==> src/rtl/section_point_thinning_top_macros.svh <==
// Assertion macros shared by the section point thinning RTL.
`ifndef SECTION_POINT_THINNING_TOP_MACROS_SVH
`define SECTION_POINT_THINNING_TOP_MACROS_SVH

// Same-cycle implication, sampled on clk, off during reset.
`define SPT_ASSERT_NOW(lbl, ante, cons, msg) \
	lbl: assert property (@(posedge clk) disable iff (!arst_n) (ante) |-> (cons)) \
		else $error(msg);

// Next-cycle implication, sampled on clk, off during reset.
`define SPT_ASSERT_NEXT(lbl, ante, cons, msg) \
	lbl: assert property (@(posedge clk) disable iff (!arst_n) (ante) |=> (cons)) \
		else $error(msg);

`endif

==> src/rtl/spt_pkg.sv <==
// Shared types and constants for the section point thinning block.
package spt_pkg;

	localparam int SLOPE_W   = 32;
	localparam int COORD_W   = 32;
	localparam int ID_W      = 16;
	localparam int CFG_W     = 31;
	localparam int CFG_IDX_W = 1;
	localparam int PS_W      = 2;

	localparam logic [SLOPE_W-1:0] SLOPE_MAX     = 32'h7FFF_FFFF;
	localparam logic [SLOPE_W-1:0] SLOPE_NEG_MAX = 32'h8000_0001;

	// configuration register indexes
	localparam logic [CFG_IDX_W-1:0] REG_MIN_SPACING      = 1'b0;
	localparam logic [CFG_IDX_W-1:0] REG_MIN_SLOPE_CHANGE = 1'b1;

	// points held for the current section (grade points not counted)
	localparam logic [PS_W-1:0] PS_NONE   = 2'd0;
	localparam logic [PS_W-1:0] PS_ANCHOR = 2'd1;
	localparam logic [PS_W-1:0] PS_CAND   = 2'd2;

	typedef enum logic [2:0] {
		W_IDLE,
		W_DISPATCH,
		W_WAIT_CUR,
		W_DECIDE,
		W_EMIT_CAND,
		W_EMIT_PT,
		W_WAIT_PREV
	} walk_state_t;

	typedef enum logic [1:0] {
		DV_IDLE,
		DV_ABS,
		DV_ITER,
		DV_SIGN
	} div_state_t;

	// status of the shared slope divider
	typedef struct packed {
		logic                      busy;
		logic                      done;
		logic signed [SLOPE_W-1:0] slope;
	} div_rsp_t;

endpackage

==> src/rtl/section_point_thinning_top.sv <==
// Top level of the section point thinning block: ports, configuration registers, packing.
//
//  channel  dir  transaction
//  s_*      in   one profile point: tdata {point_id, y, x}, tuser {keep_forced, grade_marker},
//                tlast section_last
//  m_*      out  one verdict: tdata {out_y, out_x, out_id}, tuser {run_end, keep},
//                tlast section_end
//  cfg_*    in   register write, index 0 min_spacing, 1 min_slope_change
//
// A point is accepted only while the sequencer is idle; each slope is formed on the shared serial
// divider, which saturates at once on a zero x step. A point with no slope to form goes straight
// to the output. Otherwise the point waits on the divider; a dropped candidate runs it a second
// time, for the slope from the anchor to the new candidate.
// Asynchronous reset clears the walk and both registers; there is no clearing pass.
// A stalled m_tready holds at most one verdict in the output register and stops the sequencer.
module section_point_thinning_top
	import spt_pkg::*;
#(
	parameter int COORD_WIDTH = 32,
	parameter int SLOPE_FRAC  = 16
) (
	input  logic                 clk,
	input  logic                 arst_n,
	input  logic                 s_tvalid,
	output logic                 s_tready,
	input  logic [79:0]          s_tdata,   // x[31:0], y[63:32], point_id[79:64]
	input  logic                 s_tlast,
	input  logic [1:0]           s_tuser,   // grade_marker[0], keep_forced[1]
	output logic                 m_tvalid,
	input  logic                 m_tready,
	output logic [79:0]          m_tdata,   // out_id[15:0], out_x[47:16], out_y[79:48]
	output logic                 m_tlast,
	output logic [1:0]           m_tuser,   // keep[0], run_end[1]
	input  logic                 cfg_we,
	input  logic [CFG_IDX_W-1:0] cfg_index,
	input  logic [CFG_W-1:0]     cfg_data
);

	localparam int CWE = (COORD_WIDTH < 32) ? COORD_WIDTH : 32;

	logic [CFG_W-1:0]   min_spacing_q, min_slope_change_q;
	logic [ID_W-1:0]    out_id;
	logic [COORD_W-1:0] out_x, out_y;
	logic               out_keep, out_run_end;

	// configuration registers
	always_ff @(posedge clk or negedge arst_n) begin
		if (!arst_n) begin
			min_spacing_q      <= '0;
			min_slope_change_q <= '0;
		end else if (cfg_we) begin
			unique case (cfg_index)
				REG_MIN_SPACING:      min_spacing_q      <= cfg_data;
				REG_MIN_SLOPE_CHANGE: min_slope_change_q <= cfg_data;
				default: ;
			endcase
		end
	end

	spt_walk #(
		.CWE        (CWE),
		.SLOPE_FRAC (SLOPE_FRAC)
	) u_walk (
		.clk              (clk),
		.arst_n           (arst_n),
		.in_valid         (s_tvalid),
		.in_ready         (s_tready),
		.in_x             (s_tdata[31:0]),
		.in_y             (s_tdata[63:32]),
		.in_id            (s_tdata[79:64]),
		.in_grade         (s_tuser[0]),
		.in_forced        (s_tuser[1]),
		.in_last          (s_tlast),
		.min_spacing      (min_spacing_q),
		.min_slope_change (min_slope_change_q),
		.out_valid        (m_tvalid),
		.out_ready        (m_tready),
		.out_id           (out_id),
		.out_x            (out_x),
		.out_y            (out_y),
		.out_keep         (out_keep),
		.out_run_end      (out_run_end),
		.out_section_end  (m_tlast)
	);

	// result packing
	assign m_tdata = {out_y, out_x, out_id};
	assign m_tuser = {out_run_end, out_keep};

endmodule

==> src/rtl/spt_div.sv <==
// Serial restoring divider that forms the saturated fixed-point slope of two points.
module spt_div
	import spt_pkg::*;
#(
	parameter int CWE        = 32,
	parameter int SLOPE_FRAC = 16
) (
	input  logic                  clk,
	input  logic                  arst_n,
	input  logic                  start,
	input  logic signed [CWE-1:0] a_x,
	input  logic signed [CWE-1:0] a_y,
	input  logic signed [CWE-1:0] b_x,
	input  logic signed [CWE-1:0] b_y,
	output div_rsp_t              rsp
);

	localparam int DW    = CWE + 1;
	localparam int NB    = DW + SLOPE_FRAC;
	localparam int CNT_W = $clog2(NB);
	localparam int QW    = SLOPE_W - 1;

	div_state_t                state_q, state_d;
	logic signed [DW-1:0]      dx_q, dy_q;
	logic [DW-1:0]             den_q, rem_q;
	logic [NB-1:0]             num_q;
	logic [QW-1:0]             quo_q;
	logic                      ovf_q, neg_q, done_q;
	logic [CNT_W-1:0]          cnt_q;
	logic signed [SLOPE_W-1:0] res_q;

	logic [DW-1:0]  dx_mag, dy_mag;
	logic [DW:0]    rem_sh;
	logic [DW+1:0]  trial;
	logic           ge;
	logic [SLOPE_W-1:0] mag;

	// magnitudes of the step
	assign dx_mag = dx_q[DW-1] ? DW'(-dx_q) : DW'(dx_q);
	assign dy_mag = dy_q[DW-1] ? DW'(-dy_q) : DW'(dy_q);

	// one restoring step: shift in next dividend bit, trial subtract
	assign rem_sh = {rem_q, num_q[NB-1]};
	assign trial  = {1'b0, rem_sh} - {2'b00, den_q};
	assign ge     = !trial[DW+1];

	// saturated magnitude
	assign mag = ovf_q ? SLOPE_MAX : {1'b0, quo_q};

	// next state
	always_comb begin
		state_d = state_q;
		unique case (state_q)
			DV_IDLE: if (start) state_d = DV_ABS;
			DV_ABS:  state_d = (dx_q == '0) ? DV_IDLE : DV_ITER;
			DV_ITER: if (cnt_q == '0) state_d = DV_SIGN;
			DV_SIGN: state_d = DV_IDLE;
			default: state_d = DV_IDLE;
		endcase
	end

	// control registers
	always_ff @(posedge clk or negedge arst_n) begin
		if (!arst_n) begin
			state_q <= DV_IDLE;
			done_q  <= 1'b0;
		end else begin
			state_q <= state_d;
			done_q  <= ((state_q == DV_ABS) && (dx_q == '0)) || (state_q == DV_SIGN);
		end
	end

	// datapath registers
	always_ff @(posedge clk) begin
		case (state_q)
			DV_IDLE: begin
				if (start) begin
					dx_q <= DW'(b_x) - DW'(a_x);
					dy_q <= DW'(b_y) - DW'(a_y);
				end
			end
			DV_ABS: begin
				neg_q <= dy_q[DW-1] != dx_q[DW-1];
				if (dx_q == '0) begin
					// vertical step saturates
					res_q <= dy_q[DW-1] ? SLOPE_NEG_MAX : SLOPE_MAX;
				end else begin
					den_q <= dx_mag;
					num_q <= {dy_mag, SLOPE_FRAC'(0)};
					rem_q <= '0;
					quo_q <= '0;
					ovf_q <= 1'b0;
					cnt_q <= CNT_W'(NB - 1);
				end
			end
			DV_ITER: begin
				rem_q <= ge ? trial[DW-1:0] : rem_sh[DW-1:0];
				num_q <= num_q << 1;
				quo_q <= {quo_q[QW-2:0], ge};
				ovf_q <= ovf_q | quo_q[QW-1];
				cnt_q <= cnt_q - CNT_W'(1);
			end
			DV_SIGN: begin
				res_q <= neg_q ? SLOPE_W'(-mag) : mag;
			end
			default: ;
		endcase
	end

	assign rsp.busy  = (state_q != DV_IDLE);
	assign rsp.done  = done_q;
	assign rsp.slope = res_q;

endmodule

==> src/rtl/spt_walk.sv <==
// Sequencer of the thinning walk: anchor and candidate state, verdicts, output register.
`include "section_point_thinning_top_macros.svh"

module spt_walk
	import spt_pkg::*;
#(
	parameter int CWE        = 32,
	parameter int SLOPE_FRAC = 16
) (
	input  logic                      clk,
	input  logic                      arst_n,
	input  logic                      in_valid,
	output logic                      in_ready,
	input  logic [COORD_W-1:0]        in_x,
	input  logic [COORD_W-1:0]        in_y,
	input  logic [ID_W-1:0]           in_id,
	input  logic                      in_grade,
	input  logic                      in_forced,
	input  logic                      in_last,
	input  logic [CFG_W-1:0]          min_spacing,
	input  logic [CFG_W-1:0]          min_slope_change,
	output logic                      out_valid,
	input  logic                      out_ready,
	output logic [ID_W-1:0]           out_id,
	output logic [COORD_W-1:0]        out_x,
	output logic [COORD_W-1:0]        out_y,
	output logic                      out_keep,
	output logic                      out_run_end,
	output logic                      out_section_end
);

	localparam int SPW = (CWE >= 32) ? CWE + 1 : 32;

	walk_state_t state_q, state_d;
	logic [PS_W-1:0] ps_q;

	// current point
	logic signed [CWE-1:0] p_x_q, p_y_q;
	logic [ID_W-1:0]       p_id_q;
	logic                  p_grade_q, p_forced_q, p_last_q;

	// walk state
	logic signed [CWE-1:0]     anchor_x_q, anchor_y_q, cand_x_q, cand_y_q;
	logic [ID_W-1:0]           cand_id_q;
	logic                      cand_forced_q, cand_keep_q, drop_q;
	logic signed [SLOPE_W-1:0] prev_q, cur_q;

	// output register
	logic                out_valid_q;
	logic [ID_W-1:0]     out_id_q;
	logic [COORD_W-1:0]  out_x_q, out_y_q;
	logic                out_keep_q, out_run_end_q, out_section_end_q;

	logic                  out_free, div_start, div_from_cand, load_cand, load_pt;
	logic signed [CWE-1:0] div_ax, div_ay;
	div_rsp_t              div_rsp;

	logic signed [SPW-1:0] span;
	logic signed [SLOPE_W:0] sdiff;
	logic [SLOPE_W:0]        adiff;
	logic                    drop;

	assign out_free = !out_valid_q || out_ready;

	// drop test on the candidate
	assign span  = SPW'(cand_x_q) - SPW'(anchor_x_q);
	assign sdiff = (SLOPE_W+1)'(cur_q) - (SLOPE_W+1)'(prev_q);
	assign adiff = sdiff[SLOPE_W] ? (SLOPE_W+1)'(-sdiff) : (SLOPE_W+1)'(sdiff);
	assign drop  = (span < $signed(SPW'(min_spacing))) &&
	               (adiff < {2'b00, min_slope_change});

	// shared slope divider, second point is always the current one
	assign div_ax = div_from_cand ? cand_x_q : anchor_x_q;
	assign div_ay = div_from_cand ? cand_y_q : anchor_y_q;

	spt_div #(
		.CWE        (CWE),
		.SLOPE_FRAC (SLOPE_FRAC)
	) u_div (
		.clk    (clk),
		.arst_n (arst_n),
		.start  (div_start),
		.a_x    (div_ax),
		.a_y    (div_ay),
		.b_x    (p_x_q),
		.b_y    (p_y_q),
		.rsp    (div_rsp)
	);

	// next state
	always_comb begin
		state_d = state_q;
		unique case (state_q)
			W_IDLE: if (in_valid) state_d = W_DISPATCH;
			W_DISPATCH: begin
				if (p_grade_q) begin
					state_d = (p_last_q && ps_q == PS_CAND) ? W_EMIT_CAND : W_EMIT_PT;
				end else begin
					case (ps_q)
						PS_NONE:   state_d = W_EMIT_PT;
						PS_ANCHOR: state_d = p_last_q ? W_EMIT_PT : W_WAIT_PREV;
						default:   state_d = W_WAIT_CUR;
					endcase
				end
			end
			W_WAIT_CUR:  if (div_rsp.done) state_d = W_DECIDE;
			W_DECIDE:    state_d = W_EMIT_CAND;
			W_EMIT_CAND: begin
				if (out_free) begin
					if (p_grade_q || p_last_q) state_d = W_EMIT_PT;
					else if (drop_q)           state_d = W_WAIT_PREV;
					else                       state_d = W_IDLE;
				end
			end
			W_EMIT_PT:   if (out_free) state_d = W_IDLE;
			W_WAIT_PREV: if (div_rsp.done) state_d = W_IDLE;
			default:     state_d = W_IDLE;
		endcase
	end

	// sequencer outputs
	always_comb begin
		in_ready      = 1'b0;
		div_start     = 1'b0;
		div_from_cand = 1'b0;
		load_cand     = 1'b0;
		load_pt       = 1'b0;
		unique case (state_q)
			W_IDLE: in_ready = 1'b1;
			W_DISPATCH: begin
				div_from_cand = (ps_q == PS_CAND);
				div_start     = !p_grade_q &&
				                ((ps_q == PS_ANCHOR && !p_last_q) || ps_q == PS_CAND);
			end
			W_EMIT_CAND: begin
				load_cand = out_free;
				div_start = out_free && !p_grade_q && !p_last_q && drop_q;
			end
			W_EMIT_PT: load_pt = out_free;
			default: ;
		endcase
	end

	// control registers
	always_ff @(posedge clk or negedge arst_n) begin
		if (!arst_n) begin
			state_q     <= W_IDLE;
			ps_q        <= PS_NONE;
			out_valid_q <= 1'b0;
		end else begin
			state_q <= state_d;
			if (state_q == W_WAIT_PREV && div_rsp.done) begin
				ps_q <= PS_CAND;
			end else if (load_pt) begin
				if (p_last_q)                        ps_q <= PS_NONE;
				else if (!p_grade_q && ps_q == PS_NONE) ps_q <= PS_ANCHOR;
			end
			if (load_cand || load_pt) out_valid_q <= 1'b1;
			else if (out_ready)       out_valid_q <= 1'b0;
		end
	end

	// payload registers
	always_ff @(posedge clk) begin
		if (state_q == W_IDLE && in_valid) begin
			p_x_q      <= in_x[CWE-1:0];
			p_y_q      <= in_y[CWE-1:0];
			p_id_q     <= in_id;
			p_grade_q  <= in_grade;
			p_forced_q <= in_forced;
			p_last_q   <= in_last;
		end
		if (state_q == W_DISPATCH) begin
			if (p_grade_q) cand_keep_q <= 1'b1;
			else if (ps_q == PS_NONE) begin
				anchor_x_q <= p_x_q;
				anchor_y_q <= p_y_q;
			end
		end
		if (state_q == W_WAIT_CUR && div_rsp.done) cur_q <= div_rsp.slope;
		if (state_q == W_DECIDE) begin
			drop_q      <= drop;
			cand_keep_q <= !drop || cand_forced_q;
		end
		// candidate kept: it becomes the anchor
		if (load_cand && !p_grade_q && !p_last_q && !drop_q) begin
			anchor_x_q    <= cand_x_q;
			anchor_y_q    <= cand_y_q;
			prev_q        <= cur_q;
			cand_x_q      <= p_x_q;
			cand_y_q      <= p_y_q;
			cand_id_q     <= p_id_q;
			cand_forced_q <= p_forced_q;
		end
		// slope from the anchor to the new candidate
		if (state_q == W_WAIT_PREV && div_rsp.done) begin
			prev_q        <= div_rsp.slope;
			cand_x_q      <= p_x_q;
			cand_y_q      <= p_y_q;
			cand_id_q     <= p_id_q;
			cand_forced_q <= p_forced_q;
		end
		// output register load
		if (load_cand) begin
			out_id_q          <= cand_id_q;
			out_x_q           <= COORD_W'(cand_x_q);
			out_y_q           <= COORD_W'(cand_y_q);
			out_keep_q        <= cand_keep_q;
			out_run_end_q     <= !p_last_q;
			out_section_end_q <= 1'b0;
		end else if (load_pt) begin
			out_id_q          <= p_id_q;
			out_x_q           <= COORD_W'(p_x_q);
			out_y_q           <= COORD_W'(p_y_q);
			out_keep_q        <= 1'b1;
			out_run_end_q     <= 1'b1;
			out_section_end_q <= p_last_q;
		end
	end

	assign out_valid       = out_valid_q;
	assign out_id          = out_id_q;
	assign out_x           = out_x_q;
	assign out_y           = out_y_q;
	assign out_keep        = out_keep_q;
	assign out_run_end     = out_run_end_q;
	assign out_section_end = out_section_end_q;

	`SPT_ASSERT_NOW(a_div_start_free, div_start, !div_rsp.busy, "divider started while busy")
	`SPT_ASSERT_NOW(a_ready_div_quiet, in_ready, !div_rsp.busy && !div_rsp.done, "accepting while divider active")
	`SPT_ASSERT_NOW(a_done_awaited, div_rsp.done, state_q == W_WAIT_CUR || state_q == W_WAIT_PREV, "unexpected divider result")
	`SPT_ASSERT_NEXT(a_pt_closes_run, load_pt, out_valid_q && out_run_end_q, "point verdict does not close run")

endmodule
==> config.mk <==
export PLATFORM = sky130hd
export DESIGN_NAME = section_point_thinning_top
export DESIGN_NICKNAME = d
export VERILOG_FILES = /design/src/rtl/spt_pkg.sv /design/src/rtl/section_point_thinning_top.sv /design/src/rtl/spt_div.sv /design/src/rtl/spt_walk.sv
export VERILOG_INCLUDE_DIRS = /design/src /design/src/rtl
export SDC_FILE = /design/constraint.sdc
export NUM_CORES = 1
export LEC_CHECK = 0
export ABC_AREA = 1
export BUFFER_PORTS_ARGS = -buffer_cell sky130_fd_sc_hd__buf_2
export CAP_MARGIN = 30
export CORE_MARGIN = 10
export CORE_UTILIZATION = 56
export CTS_CLUSTER_DIAMETER = 30
export CTS_CLUSTER_SIZE = 30
export DETAILED_ROUTE_END_ITERATION = 8
export PLACE_DENSITY = 0.75
export SLEW_MARGIN = 15
export SYNTH_ARGS = -nofsm -noshare
export SYNTH_HDL_FRONTEND = slang
export SYNTH_SLANG_ARGS = --single-unit
==> constraint.sdc <==
create_clock -name clk -period 7.2 [get_ports clk]
set_input_delay 0.36 -clock clk [delete_from_list [all_inputs] [get_ports clk]]
set_output_delay 0.36 -clock clk [all_outputs]
set_load 0.01 [all_outputs]
# Word-level counts from Yosys, hierarchy flattened
# Index checks and enable logic that the tools add are counted.
# totals
regBits	700
input_bits	120
output_inout_bits	85
# classes
add_sub_neg	10
order_cmp	2
n_eq_ne	22
n_mux	78
bitwise_logic	3
n_reduce_logical	54
# op_table
cell	count
$mux 32	24
$mux 33	4
$sub 32x32->33	4
$neg 33->33	3
$pmux 49 s2	1
$pmux 33 s2	1
$mux 16	4
$pmux 32 s2	1
$mux 31	2
$pmux 31 s2	1
$mux 49	1
$sub 34x33->35	1
$logic_not 33->1	1
$lt 33x31->1	1
$lt 33x32->1	1
$neg 31->32	1
$mux 3	8
$pmux 3 s7	1
$reduce_bool 2->1	10
$reduce_and 2->1	9
$mux 1	16
$mux 2	8
$logic_and 1x1->1	15
$ne 2x2->1 const B	6
other kinds (23)	45

# Depth between registers and ports, before layout
# depth
word_depth	8
mapped_depth	34
mapped_depth_nobuf	33

# Hierarchy
# Synthesis repeated with hierarchy kept, for this count alone.
# unflattened
hier_cells	5130
area_unflattened_um2	42371.9
# modules_own_cells
mod	n_inst	cells_per_inst	area_per_inst_um2	seq_area_each_um2
spt_walk	1	2334	21411.8	11461.0
spt_div	1	2523	18441.4	7161.9
section_point_thinning_top	1	273	2518.7	1551.5

# Least setup slack after synthesis
# No wires, ideal clock.
# synth_path
path_kind	register to register
from	register u_walk.u_div.dx_q[1]
to	register u_walk.u_div.cnt_q[0] (enable)
setup_time_ns	0.601
t_arrival_ns	7.364
setup_slack_ns	-0.764
path_stages_with_launch	17
n_path_buf	0
period_less_slack_ns	7.964
cell_sequence	edfxtp_1 -> inv_1 -> ha_1 -> nand3_1 -> nor3_1 -> nand3_1 -> nor3_1 -> nand2_1 -> nor3_2 -> nand2_1 -> nor2_1 -> nand3_1 -> nor4_1 -> ha_1 -> nand2_1 -> nand2_1 -> a21oi_1
# synth_between
elab_chain_len	3
# synth_lines
item	line	text
start, declared	spt_div.sv:24	logic signed [DW-1:0] dx_q, dy_q;
start signal, assigned	spt_div.sv:78	dx_q <= DW'(b_x) - DW'(a_x);
$logic_not 33->1	spt_div.sv:84	if (dx_q == '0) begin
$ne 2x2->1 (no source line)	--	
$reduce_and 2->1 (no source line)	--	
end signal, assigned	spt_div.sv:93	cnt_q <= CNT_W'(NB - 1);
end signal, assigned	spt_div.sv:101	cnt_q <= cnt_q - CNT_W'(1);
end, declared	spt_div.sv:29	logic [CNT_W-1:0] cnt_q;
# Every way passes these cells.
# A chain may end at the register's enable or synchronous reset.

# Final worst setup path
# layout_path
from	register u_walk.cur_q[0]
to	register u_walk.cand_keep_q (data pin)
# layout_between
elab_chain_len	8
# layout_lines
item	line	text
start, declared	spt_walk.sv:46	logic signed [SLOPE_W-1:0] prev_q, cur_q;
start signal, assigned	spt_walk.sv:180	if (state_q == W_WAIT_CUR && div_rsp.done) cur_q <= div_rsp.slope;
$sub 32x32->33 *	spt_walk.sv:67	assign sdiff = (SLOPE_W+1)'(cur_q) - (SLOPE_W+1)'(prev_q);
$neg 33->33	spt_walk.sv:68	assign adiff = sdiff[SLOPE_W] ? (SLOPE_W+1)'(-sdiff) : (SLOPE_W+1)'(sdiff);
$mux 33 *	spt_walk.sv:68	
$lt 33x31->1 *	spt_walk.sv:70	(adiff < {2'b00, min_slope_change});
$logic_and 1x1->1 *	spt_walk.sv:69	assign drop = (span < $signed(SPW'(min_spacing))) &&
$logic_not 1->1 *	spt_walk.sv:183	cand_keep_q <= !drop || cand_forced_q;
$logic_or 1x1->1 *	spt_walk.sv:183	
$mux 1 *	spt_walk.sv:181	if (state_q == W_DECIDE) begin
end signal, assigned	spt_walk.sv:183	
end, declared	spt_walk.sv:45	logic cand_forced_q, cand_keep_q, drop_q;
# Mark *: on every way between the ends. The rest lies on a longest branch, timed or not.

==> impl_metrics.toml <==
[logic_synthesis]
post_synth.cell_area_avg_um2 = 8.85
synth.top_cells.by_area = "sky130_fd_sc_hd__edfxtp_1 47%, sky130_fd_sc_hd__nand2_1 10%, sky130_fd_sc_hd__ha_1 7.2%, sky130_fd_sc_hd__inv_1 6.0%, sky130_fd_sc_hd__o21ai_0 5.2%"
synth_sequential_area_ratio_pct = 51.1
synth_largest_type_area_fraction_pct = 46.6
synthesized_nets = 4813
netlist.top_cell.by_area = "sky130_fd_sc_hd__edfxtp_1"
synthDistinctLibCells = 51
ys_seq_elements = 684
yosysWarnings = 0
netlist_instances = 4460
netlist_area_um2 = 39500

[place]
port_buffers = 204
numPlacedInstances = 5523
post-dp-hpwl_um = 75300
setup_ws_pre_cts_ns = 2.53
globalplace.congestion = 0.947
postPlaceCellArea_um2 = 41500

[sta]
max-slew-margin-rel_pct = 32.2
rsz0062_at_grt = "false"
final-hold-violation-count = 0
maximum_clock_frequency_ghz = 0.213
timing.clock.skew_ns = 0.0328
final.setup.worst_slack_ns = 2.50
period_minus_slack_ns = 4.70
setup_tns_ns = 0
worst_margin_pin_slew_ns = 1.02
report.final.setup_viol = 0
slew_viol_final = 0
finalCritPeriodShare_pct = 65.3

[final_layout]
finalNonFillerCells = 5869
fill_cells = 5490
layout.area.seq_um2 = 20200
final_common_cell = "sky130_fd_sc_hd__nand2_1"
areaGrowthSynthToFinish_pct = 19.5
finalNetCount = 5180
antenna_cells = 0
design_area_um2 = 47100
multi_input_area_um2 = 16600
final_cell_mix = "1062 x sky130_fd_sc_hd__nand2_1, 631 x sky130_fd_sc_hd__inv_1, 612 x sky130_fd_sc_hd__edfxtp_1"
post_route_cells_drive_above_1_share_pct = 10.2

[clock_tree]
cts.clk_slew.worst_paths_ns = 0.05
tritoncts_buffers = 130
tritoncts_num_sinks = 684
cts_repair_resize_count = 0
cts.htree.levels = 4
cts_tree = "yes"
clock_tree.root_cell = "sky130_fd_sc_hd__clkbuf_16"
insertion_delay_ns = 0.71
cts.path.max_buffers = 3
postCtsSetupBuffers = 0

[floorplan]
core.rowCount = 97
dieArea_um2 = 81500
die_y_um = 285
area_of_the_core_region_um2 = 69900
initial_core_utilization_pct = 56.4
die_w_um = 285
ios = 205

[worst_hold_path]
tightest_hold_check_type = "in -> reg"
holdPathStages = 3

[flow_run]
max_cap_violations = 0

[worst_setup_path]
required_ns = 7.63
worst_path_largest_cell_delay_ns = 0.42
critical-path-slowest-cell = "sky130_fd_sc_hd__fa_1"
cpMostUsedCell = "sky130_fd_sc_hd__nand2_1"
critPathKind = "reg -> reg"
type_of_element_launching_the_critical_path = "flop"
reg2regPathDepth = 32
timing.critical_path.fanout_max = 18
worstSetupEndpointType = "flop"
critPathArrivalTime_ns = 5.14

[drt]
detailroute.via_count = 32000
routed-wl-met3_um = 6500
post_drt_wl_per_cell_um = 18.0
route.final.wire_length_um = 106000
postRouteAntennaNets = 0
detailedRoute.firstIterationViolations = 2886
drt_drc_violations_left = 0
route.layer.met1.wl_um = 43600
route.top_layer_used = "met4"
wl_met2_um = 52400
drt_first_pass_iters = 6
route.detailed.vias_per_inst = 5.46

[grt]
maximum_number_of_pins_on_one_net_before_global_route_repair = 96
first_global_vias = 32000
grt_pass1_wl_um = 168000
overflow = 0
antenna_violations_before_repair = 2
groute.usage.overall_pct = 25.7

[power]
irDropWorstVdd_mv = 0.262
power_per_cell_area_nw_per_um2 = 374
power.leakage_nw = 21.1
total_power_mw = 17.6

[status]
status = "finished, final reports clean"
-- path summary, 6_finish.rpt --
check	from	endpoint	slack, ns
max in group asynchronous	arst_n	min_spacing_q[8]	6.57
min in group asynchronous	arst_n	min_slope_change_q[14]	0.06
worst max-delay path	u_walk.cur_q[0]	u_walk.cand_keep_q	2.50
worst min register to register	u_walk.u_div.res_q[29]	u_walk.cur_q[29]	0.44
worst max register to register	u_walk.cur_q[0]	u_walk.cand_keep_q	2.50
worst min-delay path	cfg_data[23]	min_spacing_q[23]	0.03
-- sequential cells by signal, indices dropped and copies added, names as in the netlist, 31 cells and up, named ones only --
register and flops:
min_spacing_q 31, u_walk.u_div.res_q 32, u_walk.out_y 32, u_walk.anchor_y_q 32
u_walk.u_div.rem_q 33, u_walk.prev_q 32, min_slope_change_q 31, u_walk.u_div.quo_q 31
u_walk.cand_x_q 32, u_walk.u_div.dx_q 33, u_walk.cand_y_q 32, u_walk.p_x_q 32
u_walk.p_y_q 32, u_walk.anchor_x_q 32, u_walk.u_div.num_q 33, u_walk.out_x 32
u_walk.cur_q 32, u_walk.u_div.den_q 33, u_walk.u_div.dy_q 33
-- cell usage after synthesis, drive strengths merged --
| cell type | count |
|---|---|
| dfxtp | 1 |
| inv | 637 |
| o21a | 15 |
| nand3b | 15 |
| o31ai | 7 |
| nand3 | 125 |
| a221oi | 5 |
| nor3b | 1 |
| o221ai | 2 |
| a211oi | 7 |
| nor4 | 11 |
| o211ai | 5 |
| a21oi | 288 |
| dfrtp | 71 |
| o211a | 1 |
| ha | 228 |
| clkbuf | 95 |
| and2 | 3 |
| or2 | 10 |
| xor2 | 153 |
| a2111oi | 2 |
| o22ai | 2 |
| clkinv | 1 |
| nand4 | 38 |
| nor2 | 407 |
| a31oi | 28 |
| a21o | 15 |
| o41ai | 2 |
| nor3 | 59 |
| buf | 11 |
| a41oi | 1 |
| o2111ai | 3 |
| xnor2 | 77 |
| nand2 | 1073 |
| o311ai | 2 |
| edfxtp | 612 |
| a21boi | 7 |
| o21bai | 14 |
| fa | 5 |
| o21ai | 418 |
| and3 | 3 |
-- metal layers --
layer,vias up,track usage [%]
met3,219,4.57
met2,1093,44.7
met1,15100,31.7
met4,0,9.33
li1,15600,-
met5,-,0
-- repair_timing --
action	4_1_cts	5_1_grt
hold buffers	109	0
endpoints found under the hold margin	198	0
endpoints found under the setup margin	0	0
-- area by class of cell --
class,instances,share of cell area (%)
repair buffers,341,5.04
clock buffers,148,7.27
well taps,940,2.50
inverters,638,5.09
clock inverters,86,2.15
flip-flops and latches,684,42.8
multi-input cells,3032,35.2
-- power breakdown --
group	total, mW	internal [mW]	switching (mW)
registers	6.07	5.63	0.445
logic	5.42	1.81	3.61
clock network	6.12	4.02	2.10
-- critical path: cells and delay by family, from the launching register on --
kind / cells / cell delay, ns
buf+inv: 4 / 0.55
compound gates: 4 / 0.45
xor+xnor: 1 / 0.20
simple gates: 20 / 1.99
flops: 1 / 0.32
fa+ha+maj: 3 / 0.92
-- metrics by stage --
stage	hold slack, ns	util, %
6_report	0.0344	67.4
5_1_grt	0.0184	67.4
4_1_cts	0.00663	67.3
3_5_place_dp	0.436	59.4
3_3_place_gp	0.408	59.4
2_1_floorplan	0.0644	-
-- cell families (layout without fill, tap and decap cells) --
logic type | count (synthesis) | in the layout | share of synthesized area [%]
flip-flops | 684 | 684 | 51.1
adder cells (fa/ha/maj) | 233 | 233 | 7.48
XOR/XNOR | 230 | 230 | 5.11
AO/OA/AOI/OAI | 824 | 824 | 11.2
AND/OR/NAND/NOR | 1745 | 1745 | 18.0
buffers and inverters | 744 | 1213 | 7.11
No activity file was read; power rests on OpenSTA's default activity.
